==> src/sv/rfifo_pkg.sv <==
// ----------------------------------------------------------------------------
// rfifo_pkg
// Shared types, sizes and index helpers for the ring FIFO with peek and
// burst read.
// ----------------------------------------------------------------------------
package rfifo_pkg;

  localparam int CAPACITY = 16;
  localparam int SLOTS    = CAPACITY + 1;
  localparam int MAX_OUT  = 16;

  localparam int DATA_W = 32;
  localparam int POS_W  = 5;
  localparam int CNT_W  = 5;
  localparam int IDX_W  = $clog2(SLOTS);
  localparam int LEN_W  = $clog2(CAPACITY + 1);
  localparam int REM_W  = $clog2(MAX_OUT + 1);
  // Wide enough for an index plus any position, and for length/count compares.
  localparam int SUM_W  = ((IDX_W > POS_W) ? IDX_W : POS_W) + 1
                          + ((LEN_W > CNT_W) ? LEN_W : CNT_W);

  typedef enum logic [1:0] {
    CMD_PUT  = 2'd0,
    CMD_GET  = 2'd1,
    CMD_PEEK = 2'd2,
    CMD_COPY = 2'd3
  } cmd_t;

  typedef struct packed {
    cmd_t                     command;
    logic signed [DATA_W-1:0] value;
    logic [POS_W-1:0]         position;
    logic [CNT_W-1:0]         count;
  } in_item_t;

  typedef struct packed {
    logic signed [DATA_W-1:0] data;
    logic                     ok;
    logic [LEN_W-1:0]         length;
    logic                     last;
  } out_item_t;

  // Next slot around the ring.
  function automatic logic [IDX_W-1:0] idx_inc(input logic [IDX_W-1:0] idx);
    logic [IDX_W-1:0] res;
    if (idx == IDX_W'(SLOTS - 1)) begin
      res = '0;
    end else begin
      res = idx + IDX_W'(1);
    end
    return res;
  endfunction

  // Slot at an offset from idx. The offset is below the length whenever the
  // result is used, so one conditional subtract wraps it.
  function automatic logic [IDX_W-1:0] idx_add(input logic [IDX_W-1:0] idx,
                                               input logic [POS_W-1:0] off);
    logic [SUM_W-1:0] sum;
    sum = SUM_W'(idx) + SUM_W'(off);
    if (sum >= SUM_W'(SLOTS)) begin
      sum = sum - SUM_W'(SLOTS);
    end
    return sum[IDX_W-1:0];
  endfunction

endpackage

==> src/sv/ring_fifo_with_peek_and_burst_read.sv <==
// ----------------------------------------------------------------------------
// ring_fifo_with_peek_and_burst_read
// Ring FIFO of signed 32-bit words with get, put, peek and burst copy.
// ----------------------------------------------------------------------------
// Usage: commands arrive on the in_ channel (valid/stall); each is put, get,
// peek at a position from the oldest word, or a burst copy of up to count
// words from a position. Results leave on the out_ channel, one per command,
// or one per copied word with last set on the final one. Every result carries
// the length after the command. Failing commands (full, empty, out of range,
// copy of nothing) give one result with ok low and data zero.
// Words live in a 17-entry RAM with a registered read port. For a put, or
// any failing command, the result is registered directly and is valid the
// cycle after acceptance. A get or peek first reads the RAM, then registers
// the result. A copy reads the RAM once per word, streaming one word per
// cycle into the output register unless out_ stalls. One command is in
// flight at a time; the next is taken once idle with the result reg free.
// A stall on out_ holds the result register and the RAM read data, so the
// stream pauses and resumes without loss. Reset empties the FIFO; the RAM
// contents are not cleared, as only written slots are ever read.
// ----------------------------------------------------------------------------
module ring_fifo_with_peek_and_burst_read (
  input  logic                 clk,
  input  logic                 rst_n,
  input  logic                 in_valid,
  output logic                 in_stall,
  input  rfifo_pkg::in_item_t  in_item,
  output logic                 out_valid,
  input  logic                 out_stall,
  output rfifo_pkg::out_item_t out_item
);

  typedef enum logic [1:0] {
    S_IDLE = 2'b01,
    S_READ = 2'b10
  } state_t;

  state_t                         state_r, state_nxt;
  logic [rfifo_pkg::IDX_W-1:0]    wr_idx_r, wr_idx_nxt;
  logic [rfifo_pkg::IDX_W-1:0]    rd_idx_r, rd_idx_nxt;
  logic [rfifo_pkg::LEN_W-1:0]    len_r, len_nxt;
  logic [rfifo_pkg::REM_W-1:0]    rem_r, rem_nxt;
  logic [rfifo_pkg::IDX_W-1:0]    addr_r, addr_nxt;
  logic [rfifo_pkg::LEN_W-1:0]    olen_r, olen_nxt;
  logic                           out_valid_r, out_valid_nxt;
  rfifo_pkg::out_item_t           out_item_r, out_item_nxt;

  logic                           in_fire;
  logic                           out_free;
  logic                           ram_we;
  logic                           ram_re;
  logic [rfifo_pkg::IDX_W-1:0]    ram_raddr;
  logic [rfifo_pkg::DATA_W-1:0]   ram_rdata;
  logic                           pos_in;
  logic [rfifo_pkg::IDX_W-1:0]    pos_addr;
  logic [rfifo_pkg::SUM_W-1:0]    avail;
  logic [rfifo_pkg::SUM_W-1:0]    copy_n;
  logic [rfifo_pkg::LEN_W-1:0]    ptr_len;

  rfifo_ram #(
    .WIDTH (rfifo_pkg::DATA_W),
    .DEPTH (rfifo_pkg::SLOTS)
  ) u_ram (
    .clk     (clk),
    .wr_en   (ram_we),
    .wr_addr (wr_idx_r),
    .wr_data (in_item.value),
    .rd_en   (ram_re),
    .rd_addr (ram_raddr),
    .rd_data (ram_rdata)
  );

  assign out_free = !out_valid_r || !out_stall;
  assign in_stall = (state_r != S_IDLE) || !out_free;
  assign in_fire  = in_valid && !in_stall;

  assign out_valid = out_valid_r;
  assign out_item  = out_item_r;

  // Peek and copy addressing, and the clamped copy length.
  always_comb begin
    pos_in   = rfifo_pkg::SUM_W'(in_item.position) < rfifo_pkg::SUM_W'(len_r);
    pos_addr = rfifo_pkg::idx_add(rd_idx_r, in_item.position);
    avail    = pos_in ? (rfifo_pkg::SUM_W'(len_r) - rfifo_pkg::SUM_W'(in_item.position))
                      : '0;
    copy_n   = avail;
    if (rfifo_pkg::SUM_W'(in_item.count) < copy_n) begin
      copy_n = rfifo_pkg::SUM_W'(in_item.count);
    end
    if (copy_n > rfifo_pkg::SUM_W'(rfifo_pkg::MAX_OUT)) begin
      copy_n = rfifo_pkg::SUM_W'(rfifo_pkg::MAX_OUT);
    end
  end

  always_comb begin
    state_nxt     = state_r;
    wr_idx_nxt    = wr_idx_r;
    rd_idx_nxt    = rd_idx_r;
    len_nxt       = len_r;
    rem_nxt       = rem_r;
    addr_nxt      = addr_r;
    olen_nxt      = olen_r;
    out_valid_nxt = out_valid_r && out_stall;
    out_item_nxt  = out_item_r;
    ram_we        = 1'b0;
    ram_re        = 1'b0;
    ram_raddr     = addr_r;

    case (state_r)
      S_IDLE: begin
        if (in_fire) begin
          // Default to a failure result produced right away.
          out_item_nxt.data   = '0;
          out_item_nxt.ok     = 1'b0;
          out_item_nxt.length = len_r;
          out_item_nxt.last   = 1'b1;
          out_valid_nxt       = 1'b1;
          case (in_item.command)
            rfifo_pkg::CMD_PUT: begin
              if (len_r < rfifo_pkg::LEN_W'(rfifo_pkg::CAPACITY)) begin
                ram_we              = 1'b1;
                wr_idx_nxt          = rfifo_pkg::idx_inc(wr_idx_r);
                len_nxt             = len_r + rfifo_pkg::LEN_W'(1);
                out_item_nxt.ok     = 1'b1;
                out_item_nxt.length = len_r + rfifo_pkg::LEN_W'(1);
              end
            end
            rfifo_pkg::CMD_GET: begin
              if (len_r != '0) begin
                ram_re        = 1'b1;
                ram_raddr     = rd_idx_r;
                rd_idx_nxt    = rfifo_pkg::idx_inc(rd_idx_r);
                len_nxt       = len_r - rfifo_pkg::LEN_W'(1);
                olen_nxt      = len_r - rfifo_pkg::LEN_W'(1);
                rem_nxt       = rfifo_pkg::REM_W'(1);
                state_nxt     = S_READ;
                out_item_nxt  = out_item_r;
                out_valid_nxt = out_valid_r && out_stall;
              end
            end
            rfifo_pkg::CMD_PEEK: begin
              if (pos_in) begin
                ram_re        = 1'b1;
                ram_raddr     = pos_addr;
                olen_nxt      = len_r;
                rem_nxt       = rfifo_pkg::REM_W'(1);
                state_nxt     = S_READ;
                out_item_nxt  = out_item_r;
                out_valid_nxt = out_valid_r && out_stall;
              end
            end
            rfifo_pkg::CMD_COPY: begin
              if (copy_n != '0) begin
                ram_re        = 1'b1;
                ram_raddr     = pos_addr;
                addr_nxt      = rfifo_pkg::idx_inc(pos_addr);
                olen_nxt      = len_r;
                rem_nxt       = copy_n[rfifo_pkg::REM_W-1:0];
                state_nxt     = S_READ;
                out_item_nxt  = out_item_r;
                out_valid_nxt = out_valid_r && out_stall;
              end
            end
            default: begin
              out_valid_nxt = 1'b1;
            end
          endcase
        end
      end
      S_READ: begin
        // RAM data for the current word is ready; move it out when the
        // result register frees up and fetch the next word unless this is the last.
        if (out_free) begin
          out_valid_nxt       = 1'b1;
          out_item_nxt.data   = $signed(ram_rdata);
          out_item_nxt.ok     = 1'b1;
          out_item_nxt.length = olen_r;
          out_item_nxt.last   = (rem_r == rfifo_pkg::REM_W'(1));
          if (rem_r == rfifo_pkg::REM_W'(1)) begin
            state_nxt = S_IDLE;
          end else begin
            ram_re    = 1'b1;
            ram_raddr = addr_r;
            addr_nxt  = rfifo_pkg::idx_inc(addr_r);
            rem_nxt   = rem_r - rfifo_pkg::REM_W'(1);
          end
        end
      end
      default: begin
        state_nxt = S_IDLE;
      end
    endcase
  end

  always_ff @(posedge clk) begin
    if (!rst_n) begin
      state_r     <= S_IDLE;
      wr_idx_r    <= '0;
      rd_idx_r    <= '0;
      len_r       <= '0;
      rem_r       <= '0;
      out_valid_r <= 1'b0;
    end else begin
      state_r     <= state_nxt;
      wr_idx_r    <= wr_idx_nxt;
      rd_idx_r    <= rd_idx_nxt;
      len_r       <= len_nxt;
      rem_r       <= rem_nxt;
      out_valid_r <= out_valid_nxt;
    end
  end

  always_ff @(posedge clk) begin
    addr_r     <= addr_nxt;
    olen_r     <= olen_nxt;
    out_item_r <= out_item_nxt;
  end

  // Length as implied by the two ring pointers.
  always_comb begin
    if (wr_idx_r >= rd_idx_r) begin
      ptr_len = rfifo_pkg::LEN_W'(wr_idx_r - rd_idx_r);
    end else begin
      ptr_len = rfifo_pkg::LEN_W'(rfifo_pkg::SUM_W'(wr_idx_r)
                + rfifo_pkg::SUM_W'(rfifo_pkg::SLOTS) - rfifo_pkg::SUM_W'(rd_idx_r));
    end
  end

  a_len_matches_ptrs: assert property (@(posedge clk) disable iff (!rst_n)
    len_r == ptr_len)
    else $error("length counter disagrees with ring pointers");

  a_len_bound: assert property (@(posedge clk) disable iff (!rst_n)
    len_r <= rfifo_pkg::LEN_W'(rfifo_pkg::CAPACITY))
    else $error("length above capacity");

  a_read_has_work: assert property (@(posedge clk) disable iff (!rst_n)
    (state_r == S_READ) |-> (rem_r != '0))
    else $error("read state with no words left");

  a_burst_no_gap: assert property (@(posedge clk) disable iff (!rst_n)
    (out_valid_r && !out_item_r.last) |=> out_valid_r)
    else $error("burst stream dropped its valid before the last word");

endmodule

==> src/sv/rfifo_ram.sv <==
// ----------------------------------------------------------------------------
// rfifo_ram
// Generic single-write, single-read RAM with a registered read port.
// ----------------------------------------------------------------------------
module rfifo_ram #(
  parameter int WIDTH = 32,
  parameter int DEPTH = 17
) (
  input  logic                     clk,
  input  logic                     wr_en,
  input  logic [$clog2(DEPTH)-1:0] wr_addr,
  input  logic [WIDTH-1:0]         wr_data,
  input  logic                     rd_en,
  input  logic [$clog2(DEPTH)-1:0] rd_addr,
  output logic [WIDTH-1:0]         rd_data
);

  logic [WIDTH-1:0] mem [DEPTH];

  always_ff @(posedge clk) begin
    if (wr_en) begin
      mem[wr_addr] <= wr_data;
    end
    // Read data holds while no read is issued.
    if (rd_en) begin
      rd_data <= mem[rd_addr];
    end
  end

endmodule
==> config.mk <==
export PLATFORM = sky130hd
export DESIGN_NAME = ring_fifo_with_peek_and_burst_read
export DESIGN_NICKNAME = d
export VERILOG_FILES = /design/src/sv/rfifo_pkg.sv /design/src/sv/ring_fifo_with_peek_and_burst_read.sv /design/src/sv/rfifo_ram.sv
export SDC_FILE = /design/constraint.sdc
export NUM_CORES = 1
export LEC_CHECK = 0
export BUFFER_PORTS_ARGS = -buffer_cell sky130_fd_sc_hd__clkbuf_2
export CAP_MARGIN = 20
export CORE_UTILIZATION = 26
export CTS_CLUSTER_DIAMETER = 30
export CTS_CLUSTER_SIZE = 30
export DETAILED_ROUTE_END_ITERATION = 12
export GPL_ROUTABILITY_DRIVEN = 0
export SETUP_SLACK_MARGIN = 0.05
export SYNTH_ARGS = -nofsm -noshare
export SYNTH_HDL_FRONTEND = slang
export SYNTH_SLANG_ARGS = --single-unit
==> constraint.sdc <==
create_clock -name clk -period 9.5 [get_ports clk]
set_input_delay 0.95 -clock clk [delete_from_list [all_inputs] [get_ports clk]]
set_output_delay 0.95 -clock clk [all_outputs]
set_load 0.03 [all_outputs]
======== Word level (Yosys, flattened, before mapping) ========
Memories as Yosys holds them, arrays and structs flattened. A register that Yosys moved wholly into a read port is not among the register bits.
Index checks and enable logic that the tools add are counted.
cells by class
  add/sub/neg operators ................... 10
  multipliers ............................. 0
  divide/modulo/power cells ............... 0
  $lt $le $gt $ge ......................... 5
  equal/unequal tests ..................... 28
  shift-type cells ........................ 0
  multiplexer cells ....................... 73
  bitwise gates (word level) .............. 0
  reduce and logical (&&, ||, !) cells .... 22
operators with widths
  kind                   number
  $mux W39               5
  $mux W5                25
  $pmux W32 S3           1
  $pmux W39 S2           1
  $pmux W5 S3            3
  $mux W11               3
  $pmux W5 S2            3
  $add A5 B1 Y5 const B  5
  $pmux W6 S4            1
  $eq A5 B5 Y1 const B   4
  $ne A2 B2 Y1 const B   9
  $ne A3 B3 Y1 const B   6
  $reduce_and A6 Y1      3
  $mux W1                17
  $mux W2                6
  $gt A11 B5 Y1 const B  1
  $lt A5 B11 Y1          1
  $reduce_bool A11 Y1    1
  $sub A5 B1 Y5 const B  2
  $pmux W1 S3            3
  $reduce_and A4 Y1      2
  $reduce_and A8 Y1      1
  $reduce_and A7 Y1      1
  $add A5 B5 Y6          1
  22 further kinds       33
word-level totals
  register bits after elaboration ......... 72
  latch bits .............................. 0
  bits in writable memories ............... 544
  ROM bits ................................ 0
  input bits .............................. 48
  memories ................................ 1
memories
  name       depth  width  read ports  clocked after memory_dff  wr ports  line             source
  u_ram.mem  17     32     1           1                         1         rfifo_ram.sv:18  logic [WIDTH-1:0] mem [DEPTH];

======== Depth between registers and ports, before layout ========
Gate-level depths: netlist of run 1.
  depth in word-level cells ............... 11
  depth in mapped cells ................... 23

======== By module ========
A second synthesis of run 1 with hierarchy kept.
second synthesis, totals
  cell total of the unflattened synthesis .. 1411
  area, all modules ....................... 26699.4 um^2
modules (own cells, without submodules)
  module                              instances  cells each  area an instance (um^2)  seq. area each (um^2)
  rfifo_ram                           1          913         21917.3                  17296.6
  ring_fifo_with_peek_and_burst_read  1          498         4782.1                   1931.9

======== Worst setup path after synthesis of run 1 ========
OpenSTA, ideal clock, no wires.
  path kind ............................... input -> register
  from .................................... input port in_item[5] in the netlist's numbering
  to ...................................... register out_item_r, in the netlist out_item[0], enable pin
  data arrival time ....................... 6.348 ns
  required time ........................... 9.016 ns
  setup slack ............................. 2.668 ns
  stages on the path ...................... 15
  path buffers ............................ 0
  cells stage by stage .................... ha_1 -> inv_1 -> fa_1 -> nand3_1 -> a21oi_1 -> o21a_1 -> nand2b_1 -> ha_1 -> a211o_1 -> a211oi_1 -> a211oi_1 -> a211oi_1 -> o31ai_2 -> o21a_1 -> nor3_1
on the way
  word-level cells in the longest chain between the ends .. 9
RTL lines
  what                                                  line                                                                                source
  start, declared                                       ring_fifo_with_peek_and_burst_read.sv:26                                            input rfifo_pkg::in_item_t in_item,
  $sub A5 B5 Y6 / $lt A5 B5 Y1 (equally long branches)  ring_fifo_with_peek_and_burst_read.sv:83, ring_fifo_with_peek_and_burst_read.sv:81
  $mux W11                                              ring_fifo_with_peek_and_burst_read.sv:83                                            avail = pos_in ? (rfifo_pkg::SUM_W'(len_r) - rfifo_pkg::SUM_W'(in_item.position))
  $lt A5 B11 Y1                                         ring_fifo_with_peek_and_burst_read.sv:86                                            if (rfifo_pkg::SUM_W'(in_item.count) < copy_n) begin
  $mux W11                                              ring_fifo_with_peek_and_burst_read.sv:86
  $gt A11 B5 Y1                                         ring_fifo_with_peek_and_burst_read.sv:89                                            if (copy_n > rfifo_pkg::SUM_W'(rfifo_pkg::MAX_OUT)) begin
  $mux W11                                              ring_fifo_with_peek_and_burst_read.sv:89
  $reduce_bool A11 Y1                                   ring_fifo_with_peek_and_burst_read.sv:152                                           if (copy_n != '0) begin
  $ne A3 B3 Y1 (no source line)                         -
  $reduce_and A6 Y1 (no source line) *                  -
  end signal, assigned                                  ring_fifo_with_peek_and_burst_read.sv:215                                           out_item_r <= out_item_nxt;
  end, declared                                         ring_fifo_with_peek_and_burst_read.sv:45                                            rfifo_pkg::out_item_t out_item_r, out_item_nxt;
Mark *: on every way between the ends. The rest lies on a longest branch, timed or not.
A chain may end at the register's enable or synchronous reset.

======== Worst setup path in the final report of run 1 ========
  from .................................... register len_r[0] in the netlist's numbering
  to ...................................... register u_ram.rd_data[14], read port of u_ram.mem, data pin
on the way
  word-level cells in the longest chain between the ends .. 11
RTL lines
  what                                                  line                                                                                source
  start, declared                                       ring_fifo_with_peek_and_burst_read.sv:40                                            logic [rfifo_pkg::LEN_W-1:0] len_r, len_nxt;
  start signal, assigned                                ring_fifo_with_peek_and_burst_read.sv:206                                           len_r <= len_nxt;
  $sub A5 B5 Y6 / $lt A5 B5 Y1 (equally long branches)  ring_fifo_with_peek_and_burst_read.sv:83, ring_fifo_with_peek_and_burst_read.sv:81
  $mux W11                                              ring_fifo_with_peek_and_burst_read.sv:83
  $lt A5 B11 Y1                                         ring_fifo_with_peek_and_burst_read.sv:86
  $mux W11                                              ring_fifo_with_peek_and_burst_read.sv:86
  $gt A11 B5 Y1                                         ring_fifo_with_peek_and_burst_read.sv:89
  $mux W11                                              ring_fifo_with_peek_and_burst_read.sv:89
  $reduce_bool A11 Y1                                   ring_fifo_with_peek_and_burst_read.sv:152
  $mux W1 / $mux W5 (equally long branches)             ring_fifo_with_peek_and_burst_read.sv:152
  $pmux W1 S3 / $pmux W5 S3 (equally long branches)     ring_fifo_with_peek_and_burst_read.sv:117                                           case (in_item.command)
  $mux W1 / $mux W5 (equally long branches)             ring_fifo_with_peek_and_burst_read.sv:110                                           if (in_fire) begin
  $pmux W1 S2 / $mux W5 (equally long branches)         -
  end, declared                                         rfifo_ram.sv:15                                                                     output logic [WIDTH-1:0] rd_data
Parallel ways exist; a longest one is shown, timed or not.

==> reports/qor.tcl, run 1 <==
set qor(timing.final.crit_period_ns) 6.965
set qor(finalClockSkew_ns) 0.03559
set qor(criticalPathCategory) {reg2reg}
set qor(crit_chain) {inv_1 -> ha_1 -> inv_1 -> fa_1 -> nand3_1 -> a21oi_1 -> o21a_1 -> nand2b_1 -> ha_1 -> a211o_1 -> a211oi_1 -> a211oi_1 -> a211oi_1 -> o31ai_2 -> a32o_1 -> buf_4 -> nor2_4 -> buf_4 -> mux4_2 -> o2111ai_1 -> o211ai_1}
set qor(route.detailed.drc) 0
set qor(place.detailed.hpwl_um) 39030
set qor(final-instance-count-excl-fill) 3470
set qor(port_buffers) 88
set qor(maxCapViolCount) 0
set qor(netlist_instances) 1888
set qor(clkLatencyLatePin_ns) 0.66
set qor(design.portCount) 89
set qor(detail_route.first_pass.iterations) 6
set qor(critPathMaxFanout) 49
set qor(nNetsFinal) 2101
set qor(critPathArrivalTime_ns) 7.34
set qor(resized_cells_post_cts) 0
set qor(power_density_mw_per_mm2) 280.8
set qor(sequential_area_share_after_synthesis_pct) 71.87
set qor(cpMaxStageDelayCell) {sky130_fd_sc_hd__buf_4}
set qor(synthesized_area_fraction_occupied_by_ao_oa_aoi_and_oai_cells_pct) 8.039
set qor(place.detailed.instances) 3276
set qor(synth_area_per_inst_um2) 14.17
set qor(syn_nets) 1975
set qor(routed_wire_length_per_instance_um) 20.03
set qor(vias_per_cell) 4.641
set qor(clk_tree_root_cell) {sky130_fd_sc_hd__clkbuf_16}
set qor(crit_family) {compound AO/OA/AOI/OAI gates}
set qor(synthesized_area_fraction_occupied_by_adder_cells_pct) 1.880
set qor(timing.critical_path.slowest_cell_delay_ns) 0.76
set qor(final_min_period_over_clock_period_pct) 73.32
set qor(post_synth_mux_area_share_pct) 4.242
set qor(flow.area_growth_from_synthesis_pct) 21.93
set qor(ys_types) 72
set qor(postSynth.topFlopCell) {sky130_fd_sc_hd__edfxtp_1}
set qor(post_cts.repair.setup_buffers) 0
set qor(pin_count_of_the_biggest_net_entering_global_routing) 79
set qor(maxSlewHeadroom_pct) 28.83
set qor(cts_tree) {done}
set qor(grt_first_pass_wirelength_um) 104900
set qor(grt_overflow_total) 0
set qor(setup_viol_count_final) 0
set qor(clock_sinks) 648
set qor(fp.dieW_um) 322.8
set qor(timing_worst_slew_pin_value_ns) 1.068
set qor(track_usage_pct) 13.38
set qor(largest_family_of_logic_cells_by_synthesized_area) {simple AND/OR/NAND/NOR gates}
set qor(maxClockFrequency_ghz) 0.1436
set qor(timing.critical_path.from_type) {flip-flop}
set qor(drtIter0Drc) 1109
set qor(run_status) {complete, no violations}
set qor(slew_viol_final) 0
set qor(final-hold-violation-count) 0
set qor(critical_path_buf_inv_count) 4
set qor(async_flop_share_pct) 0
set qor(irDropWorstVdd_mv) 0.1647
set qor(detail-route-antenna-nets) 0
set qor(maximum_root_to_sink_buffer_count) 3
set qor(synthesis.yosys.warnings) 0
set qor(grt_pass1_vias) 16630
set qor(drive_gt1_share_pct) 19.42
set qor(postSynthRegisterBits) 648
set qor(end_kind) {flip-flop}
set qor(cellLeakagePower_nw) 10.91
set qor(num_rows) 117
set qor(tns_ns) 0
set qor(synth_enable_flop_cells) 625
set qor(worst_path_most_repeated_cell) {sky130_fd_sc_hd__a211oi_1}
set qor(die_area_mm2) 0.1042
set qor(initial_utilization_pct) 26.26
set qor(worst_hold_class) {reg2reg}
set qor(cp_data_required_time_ns) 9.88
set qor(htree_levels) 3
set qor(synth-simple-area-share_pct) 10.41
set qor(syn_area_mm2) 0.02675
set qor(clock_pin_slew_on_the_worst_setup_and_hold_paths_ns) 0.06
set qor(hold-worst-slack_ns) 0.5083
set qor(die-height_um) 322.8
set qor(antenna_found_initial) 9
set qor(core_mm2) 0.1019
set qor(cts_stage_hold_buffer_count) 0
set qor(overall_power_mw) 9.159
set qor(unrepaired_setup_endpoints_after_global_routing) {false}
set qor(drt_wl_total_um) 69510
set qor(num_vias) 16110
set qor(num_cts_buffers) 104
set qor(post_synth_xor_area_fraction_pct) 0.9494
[placed cells by master (no fill, tap or decap), drive strengths merged, types with 10 or more instances in the layout]
cell      instances
buf              40
nor2             63
dfxtp            23
o21ai            57
nor3             10
xor2             12
mux4             32
o211ai           67
bufinv           12
nand3           140
mux2             35
clkinv           31
xnor2            17
a21oi            55
clkinvlp         10
inv              93
o2111ai          65
and2             36
ha               37
clkbuf          199
edfxtp          625
nand2           333
[path summary, 6_finish.rpt]
kind                                  from                end  slack, ns  cells past startpoint
worst min register to register  state_r[0]         state_r[0]       0.51                      2
worst max-delay path              len_r[0]  u_ram.rd_data[14]       2.53                     21
worst min-delay path            state_r[0]         state_r[0]       0.51                      2
worst max register to register    len_r[0]  u_ram.rd_data[14]       2.53                     21
[registers in the layout, indices dropped and copies added (netlist names)]
register,cells
u_ram.mem,544
out_item,39
u_ram.rd_data,32
addr_r,5
len_r,5
olen_r,5
rd_idx_r,5
rem_r,5
wr_idx_r,5
state_r,2
out_valid,1
[layout make-up]
| type | count | area, µm² |
|---|---|---|
| Antenna cell | 1 | 2.502 |
| Clock buffer | 111 | 2681 |
| Clock inverter | 82 | 939.7 |
| Fill cell | 10030 | 69270 |
| Inverter | 64 | 240.2 |
| Multi-Input combinational cell | 1068 | 7033 |
| Sequential cell | 648 | 19230 |
| Tap cell | 1368 | 1712 |
| Timing Repair Buffer | 128 | 785.8 |
[cells in the mapped netlist, drive strengths merged (3+ instances only)]
library cell,count,share of area [%]
or2,6,0.14
nor2,63,0.91
a22o,4,0.13
o31ai,4,0.13
nand3b,6,0.17
xor2,12,0.39
buf,29,0.60
clkbuf,79,1.1
and3,3,0.070
nand2,333,4.7
o22ai,4,0.094
nand3,140,2.6
xnor2,17,0.56
and2,36,0.84
inv,62,0.87
ha,37,1.7
edfxtp,625,70
mux2,35,1.5
nand4,7,0.16
o2111ai,65,2.1
nand2b,5,0.12
o211a,4,0.15
nor3b,4,0.11
a211oi,5,0.14
nor2b,5,0.12
dfxtp,23,1.7
a21o,5,0.14
a21oi,55,1.0
mux4,32,2.7
nor3,10,0.19
o21a,7,0.20
o21ai,57,1.1
o211ai,67,1.9
[logic make-up (layout without fill, tap and decap cells)]
family	count (synthesis)	in the layout
buffers and inverters	172	385
AO/OA/AOI/OAI	303	303
XOR/XNOR	29	29
flip-flops	648	648
other	0	1
adder cells (fa/ha/maj)	39	39
AND/OR/NAND/NOR	628	628
multiplexers	69	69
[metrics by stage]
step / area (µm²) / util (%) / worst slack (ns)
global placement: 28950 / 28.42 / 2.411
global route: 32620 / 32.02 / 2.016
CTS: 32620 / 32.02 / 2.494
finish: 32620 / 32.02 / 2.535
floorplan: 26750 / - / 2.668
detailed placement: 29000 / 28.46 / 2.249
[tightest hold or removal path: stages (launching register included)]
cell and delay (ns):
sky130_fd_sc_hd__dfxtp_1 0.32, sky130_fd_sc_hd__nand2_1 0.06, sky130_fd_sc_hd__o211ai_1 0.07
[power by group]
group | internal, mW | switching [mW]
registers | 3.34 | 0.0772
clock network | 2.42 | 1.43
logic | 0.575 | 1.32
total | 6.34 | 2.82
[layer usage]
metal,up-vias,routed length (µm),track usage [%]
met3,97,3992,2.769
met5,-,89,0
met4,16,1194,3.728
met2,455,34700,23.17
li1,7431,-,-
met1,8107,29530,16.78
(Power assumes the default switching activity.)
==> run 2, diff against run 1 <==
clock period = 6.3 ns   (was 9.5 ns; I/O delays follow)
==> run 2 against run 1 <==
Against the previous run: register-to-register slack got worse by 2.0 ns; sequential share of layout area shrank 0.53 points; cell count is 0.78% higher; critical endpoint is now u_ram.rd_data[20]; cell area is 0.90% higher; critical path type unchanged; worst setup slack worse by 2.0 ns.
==> reports/qor.tcl, run 2 (same netlist as run 1, synthesis figures left out) <==
set qor(track_usage_pct) 13.74
set qor(biggest_register) {u_ram.mem}
set qor(drtIter0Drc) 1509
set qor(worst_hold_class) {in2reg}
set qor(finalClockSkew_ns) 0.02769
set qor(clkPwrFrac_pct) 41.8
set qor(clk_tree_root_cell) {sky130_fd_sc_hd__clkbuf_16}
set qor(cellLeakagePower_nw) 11.07
set qor(vias_per_cell) 4.699
set qor(routed_wire_length_per_instance_um) 20.44
set qor(htree_levels) 3
set qor(end_kind) {flip-flop}
set qor(critPathArrivalTime_ns) 6.18
set qor(tns_ns) 0
set qor(power.share.combinational_pct) 21.5
set qor(dpl_worst_slack_ns) 0.4378
set qor(flow.area_growth_from_synthesis_pct) 23.03
set qor(clock_pin_slew_on_the_worst_setup_and_hold_paths_ns) 0.05
set qor(layout_commonest_cell) {sky130_fd_sc_hd__edfxtp_1}
set qor(antennaDiodeCount) 0
set qor(design.portCount) 89
set qor(grt_pass1_vias) 16520
set qor(die-height_um) 322.8
set qor(largest_reg_flops) 544
set qor(cp_data_required_time_ns) 6.67
set qor(hold-worst-slack_ns) 0.3404
set qor(slew_viol_final) 0
set qor(final-hold-violation-count) 0
set qor(mostFrequentLayoutCells) {sky130_fd_sc_hd__edfxtp_1, sky130_fd_sc_hd__nand2_1, sky130_fd_sc_hd__nand3_1, sky130_fd_sc_hd__clkbuf_16, sky130_fd_sc_hd__clkbuf_2}
set qor(power_density_mw_per_mm2) 426.3
set qor(grt_overflow_total) 0
set qor(clkLatencyLatePin_ns) 0.65
set qor(worstReg2RegStart) {len_r[0]}
set qor(setup.worst_path.start) {len_r[0]}
set qor(filler_cell_count) 9970
set qor(nNetsFinal) 2122
set qor(grt_first_pass_wirelength_um) 107400
set qor(irDropWorstVdd_mv) 0.3583
set qor(fp.dieW_um) 322.8
set qor(layout.core_utilization_pct) 32.31
set qor(net-switching-power_mw) 4.297
set qor(route.detailed.drc) 0
set qor(port_buffers) 88
set qor(timing.critical_path.from_type) {flip-flop}
set qor(num_cts_buffers) 109
set qor(post_cts.repair.setup_buffers) 0
set qor(maxCapViolCount) 0
set qor(critPathMaxFanout) 18
set qor(initial_utilization_pct) 26.26
set qor(overall_power_mw) 14.03
set qor(detail-route-antenna-nets) 0
set qor(maximum_root_to_sink_buffer_count) 3
set qor(wirelength_met1_um) 30600
set qor(pin_count_of_the_biggest_net_entering_global_routing) 125
set qor(detail_route.first_pass.iterations) 5
set qor(route.met2.wl_um) 34770
set qor(maxClockFrequency_ghz) 0.1722
set qor(num_vias) 16430
set qor(timing.final.crit_period_ns) 5.808
set qor(maxSlewHeadroom_pct) 27.75
set qor(unrepaired_setup_endpoints_after_global_routing) {false}
set qor(place.detailed.hpwl_um) 40910
set qor(cts_tree) {done}
set qor(clock_sinks) 648
set qor(timing_worst_slew_pin_value_ns) 1.081
set qor(drt_wl_total_um) 71480
set qor(core_mm2) 0.1019
set qor(power.switching_fraction_pct) 30.62
set qor(setup_viol_count_final) 0
set qor(seq_power_share_pct) 36.8
set qor(hp_start) {rst_n}
set qor(antenna_found_initial) 9
set qor(die_area_mm2) 0.1042
set qor(run_status) {complete, no violations}
set qor(p_int_mw) 9.737
set qor(drive_gt1_share_pct) 20.10
set qor(final_min_period_over_clock_period_pct) 92.19
set qor(criticalPathCategory) {reg2reg}
set qor(top_signal_layer_used) {met5}
set qor(met3_wire_len_um) 4802
set qor(num_rows) 117
set qor(layout_setup_ws_ns) 0.4920
run 2: cell count changes in the layout (fill, tap and decap cells not counted), sizes merged:
cell and delta:
buf +16, bufinv -1, clkbuf +11, clkinv +10, clkinvlp +1, diode -1, inv -9
run 2: path summary, 6_finish.rpt:
path	end	slack (ns)	depth (start not counted)
setup reg to reg	u_ram.rd_data[20]	0.49	20
setup / recovery	u_ram.rd_data[20]	0.49	20
hold reg to reg	state_r[0]	0.51	2
hold / removal	state_r[0]	0.34	2
run 2: through the flow:
step	cells	instance area (µm²)
2_1_floorplan	1888	26760
3_3_place_gp	3292	29220
6_report	3497	32920
3_5_place_dp	3292	29220
4_1_cts	3497	32910
5_1_grt	3497	32920
run 2: final cells by class:
class | instances | area [µm²] | share of cell area (%)
Inverter | 64 | 240.2 | 0.7298
Multi-Input combinational cell | 1068 | 7043 | 21.40
Timing Repair Buffer | 144 | 998.5 | 3.033
Clock inverter | 83 | 865.8 | 2.630
Clock buffer | 122 | 2829 | 8.594
Tap cell | 1368 | 1712 | 5.200
Sequential cell | 648 | 19230 | 58.42
run 2: routing by layer:
metal	vias up	track usage, %
li1	7491	-
met1	8277	17.95
met2	544	22.86
met3	102	2.794
met4	18	4.128
met5	-	0
run 2: what timing repair did:
item                       4_1_cts  5_1_grt
hold buffers                     0        0
resized for setup                0        1
setup endpoints to repair        0        1
run 2: worst max-delay path, stage by stage, from the launching register on:
cell and delay (ns):
sky130_fd_sc_hd__dfxtp_1 0.49, sky130_fd_sc_hd__inv_1 0.17, sky130_fd_sc_hd__ha_1 0.22, sky130_fd_sc_hd__inv_1 0.07, sky130_fd_sc_hd__fa_1 0.22, sky130_fd_sc_hd__nand3_1 0.13
sky130_fd_sc_hd__a21oi_1 0.27, sky130_fd_sc_hd__o21a_1 0.27, sky130_fd_sc_hd__nand2b_1 0.11, sky130_fd_sc_hd__ha_1 0.30, sky130_fd_sc_hd__a211o_1 0.27, sky130_fd_sc_hd__a211oi_1 0.19
sky130_fd_sc_hd__a211oi_1 0.11, sky130_fd_sc_hd__a211oi_1 0.62, sky130_fd_sc_hd__o31ai_2 0.13, sky130_fd_sc_hd__a32o_1 0.36, sky130_fd_sc_hd__nor2_4 0.47, sky130_fd_sc_hd__buf_12 0.25
sky130_fd_sc_hd__mux4_2 0.53, sky130_fd_sc_hd__o2111ai_1 0.22, sky130_fd_sc_hd__o211ai_1 0.12
run 2: power groups by stage:
stage               Sequential [mW]  Clock [mW]  Combinational (mW)
floorplan                      5.44           0                1.68
global placement               5.26           0                3.03
detailed placement             5.25           0                3.05
CTS                            5.17        5.95                3.06
global route                   5.18        6.14                3.28
finish                         5.16        5.86                3.01
==> run 3, diff against run 2 <==
BUFFER_PORTS_ARGS = -buffer_cell sky130_fd_sc_hd__buf_2   (was -buffer_cell sky130_fd_sc_hd__clkbuf_2)
CORE_MARGIN = 5   (was unset)
RECOVER_POWER = 100   (was unset)
==> run 3 against run 2 <==
Against the previous run: the flow now finishes with violations (max-capacitance violations, max-slew violations); clock skew about the same; via count increased by 0.17%; total power decreased by 0.42%; sequential power about the same; global-route usage decreased by 0.67 points; wire length increased by 2.3%; maximum frequency increased by 0.31%; die area increased by 5.0%; cell count decreased by 0.31%; clock power about the same; critical path depth decreased by 2; sequential cell count unchanged; critical path type unchanged; critical endpoint is now u_ram.rd_data[18]; largest cell class unchanged; largest power group unchanged; highest routed layer unchanged.
==> reports/qor.tcl, run 3 (same netlist as run 1, synthesis figures left out) <==
set qor(clk_tree_root_cell) {sky130_fd_sc_hd__clkbuf_16}
set qor(timing.critical_path.from_type) {flip-flop}
set qor(unrepaired_setup_endpoints_after_global_routing) {false}
set qor(final-hold-violation-count) 0
set qor(end_kind) {flip-flop}
set qor(mostFrequentLayoutCells) {sky130_fd_sc_hd__edfxtp_1, sky130_fd_sc_hd__nand2_1, sky130_fd_sc_hd__nand3_1, sky130_fd_sc_hd__clkbuf_16, sky130_fd_sc_hd__clkbuf_1}
set qor(final-instance-count-excl-fill) 3486
set qor(tns_ns) 0
set qor(final_min_period_over_clock_period_pct) 91.90
set qor(num_cts_buffers) 105
set qor(cp_data_required_time_ns) 6.57
set qor(flow.area_growth_from_synthesis_pct) 21.54
set qor(critical_path_buf_inv_count) 4
set qor(core_mm2) 0.1020
set qor(fp.dieW_um) 330.8
set qor(place.detailed.hpwl_um) 42640
set qor(grt_first_pass_wirelength_um) 107200
set qor(drtIter0Drc) 1486
set qor(die_area_mm2) 0.1094
set qor(antenna_found_initial) 9
set qor(cellLeakagePower_nw) 10.68
set qor(biggest_register) {u_ram.mem}
set qor(num_rows) 117
set qor(post_cts.repair.setup_buffers) 0
set qor(drt_wl_total_um) 73160
set qor(critPathArrivalTime_ns) 6.06
set qor(criticalPathCategory) {reg2reg}
set qor(maxSlewHeadroom_pct) -106.7
set qor(design.portCount) 89
set qor(maximum_root_to_sink_buffer_count) 3
set qor(crit_family) {compound AO/OA/AOI/OAI gates}
set qor(grt_pass1_vias) 16580
set qor(timing.critical_path.slowest_cell_delay_ns) 1.02
set qor(ff_latch_area_mm2) 0.01923
set qor(layout_commonest_cell) {sky130_fd_sc_hd__edfxtp_1}
set qor(nNetsFinal) 2111
set qor(timing.final.crit_period_ns) 5.790
set qor(slew_viol_final) 483
set qor(die-height_um) 330.8
set qor(vias_per_cell) 4.722
set qor(drive_gt1_share_pct) 14.29
set qor(finalClockSkew_ns) 0.02801
set qor(run_status) {finished, violations left}
set qor(power_density_mw_per_mm2) 429.7
set qor(htree_levels) 3
set qor(detail-route-antenna-nets) 0
set qor(setup_viol_count_final) 0
set qor(pin_count_of_the_biggest_net_entering_global_routing) 83
set qor(detail_route.first_pass.iterations) 5
set qor(cts_tree) {done}
set qor(resized_cells_post_cts) 0
set qor(cpMaxStageDelayCell) {sky130_fd_sc_hd__a21oi_2}
set qor(multi_input_comb_area_mm2) 0.006873
set qor(irDropWorstVdd_mv) 0.2374
set qor(critPathMaxFanout) 19
set qor(violations) {max-capacitance violations, max-slew violations}
set qor(port_buffers) 88
set qor(crit_chain) {inv_1 -> ha_1 -> inv_1 -> fa_1 -> nand3_1 -> a21oi_1 -> o21a_1 -> nand2b_1 -> ha_1 -> a211o_1 -> nor3_1 -> a211oi_1 -> a211oi_1 -> o31ai_2 -> buf_4 -> o21ai_0 -> a21oi_2 -> clkbuf_4}
set qor(num_vias) 16460
set qor(cts_stage_hold_buffer_count) 0
set qor(maxClockFrequency_ghz) 0.1727
set qor(place.detailed.instances) 3285
set qor(filler_cell_count) 10040
set qor(track_usage_pct) 13.07
set qor(route.detailed.drc) 0
set qor(largest_reg_flops) 544
set qor(clock_sinks) 648
set qor(clock_pin_slew_on_the_worst_setup_and_hold_paths_ns) 0.05
set qor(grt_overflow_total) 0
set qor(timing_worst_slew_pin_value_ns) 3.100
set qor(routed_wire_length_per_instance_um) 20.99
set qor(maxCapViolCount) 23
set qor(clkLatencyLatePin_ns) 0.65
set qor(initial_utilization_pct) 26.22
set qor(worst_hold_class) {in2reg}
run 3: worst register-to-register path, stage by stage, from the launching register on:
cell and delay [ns]:
sky130_fd_sc_hd__dfxtp_1 0.49, sky130_fd_sc_hd__inv_1 0.15, sky130_fd_sc_hd__ha_1 0.22, sky130_fd_sc_hd__inv_1 0.07
sky130_fd_sc_hd__fa_1 0.22, sky130_fd_sc_hd__nand3_1 0.14, sky130_fd_sc_hd__a21oi_1 0.28, sky130_fd_sc_hd__o21a_1 0.27
sky130_fd_sc_hd__nand2b_1 0.11, sky130_fd_sc_hd__ha_1 0.30, sky130_fd_sc_hd__a211o_1 0.14, sky130_fd_sc_hd__nor3_1 0.05
sky130_fd_sc_hd__a211oi_1 0.39, sky130_fd_sc_hd__a211oi_1 0.25, sky130_fd_sc_hd__o31ai_2 0.29, sky130_fd_sc_hd__buf_4 0.23
sky130_fd_sc_hd__o21ai_0 0.12, sky130_fd_sc_hd__a21oi_2 1.02, sky130_fd_sc_hd__clkbuf_4 0.67
run 3: cell type report:
type | instances | share of cell area [%]
antenna | 4 | 0.03078
clock inverter | 79 | 2.959
tap | 1368 | 5.264
timing repair buffer | 137 | 2.374
sequential | 648 | 59.13
inverter | 64 | 0.7388
clock buffer | 118 | 8.362
multi-input combinational | 1068 | 21.14
run 3: worst paths after layout:
kind                    from           endpoint  slack (ns)  depth (start not counted)
setup / recovery    len_r[0]  u_ram.rd_data[18]        0.51                         18
hold reg to reg   state_r[0]         state_r[0]        0.52                          2
setup reg to reg    len_r[0]  u_ram.rd_data[18]        0.51                         18
hold / removal         rst_n         state_r[0]        0.31                          2
run 3: routing by layer:
metal	up-vias	share of wire [%]	track usage (%)
met5	-	0.052	0
met1	8306	41	16.31
met4	8	2.8	4.574
li1	7452	-	-
met3	141	6.3	2.741
met2	553	50	22.55
run 3: per-stage QoR:
step	area (µm²)	worst slack (ns)	power [mW]	hold WS, ns	util, %
finish	32520	0.5100	13.97	0.3147	31.87
detailed placement	29160	0.5521	8.280	0.5067	28.58
floorplan	26760	0.5971	7.120	0.4747	-
CTS	32840	0.5617	14.17	0.2656	32.19
global route	32510	0.07937	14.53	0.2903	31.86
global placement	29160	0.5739	8.266	0.4976	28.58
run 3: report_power, final:
part | leakage [nW] | switching (mW) | total, mW | internal [mW]
Sequential | 5.85 | 0.119 | 5.17 | 5.05
Combinational | 3.06 | 2.04 | 2.93 | 0.889
Clock | 1.77 | 2.08 | 5.88 | 3.80
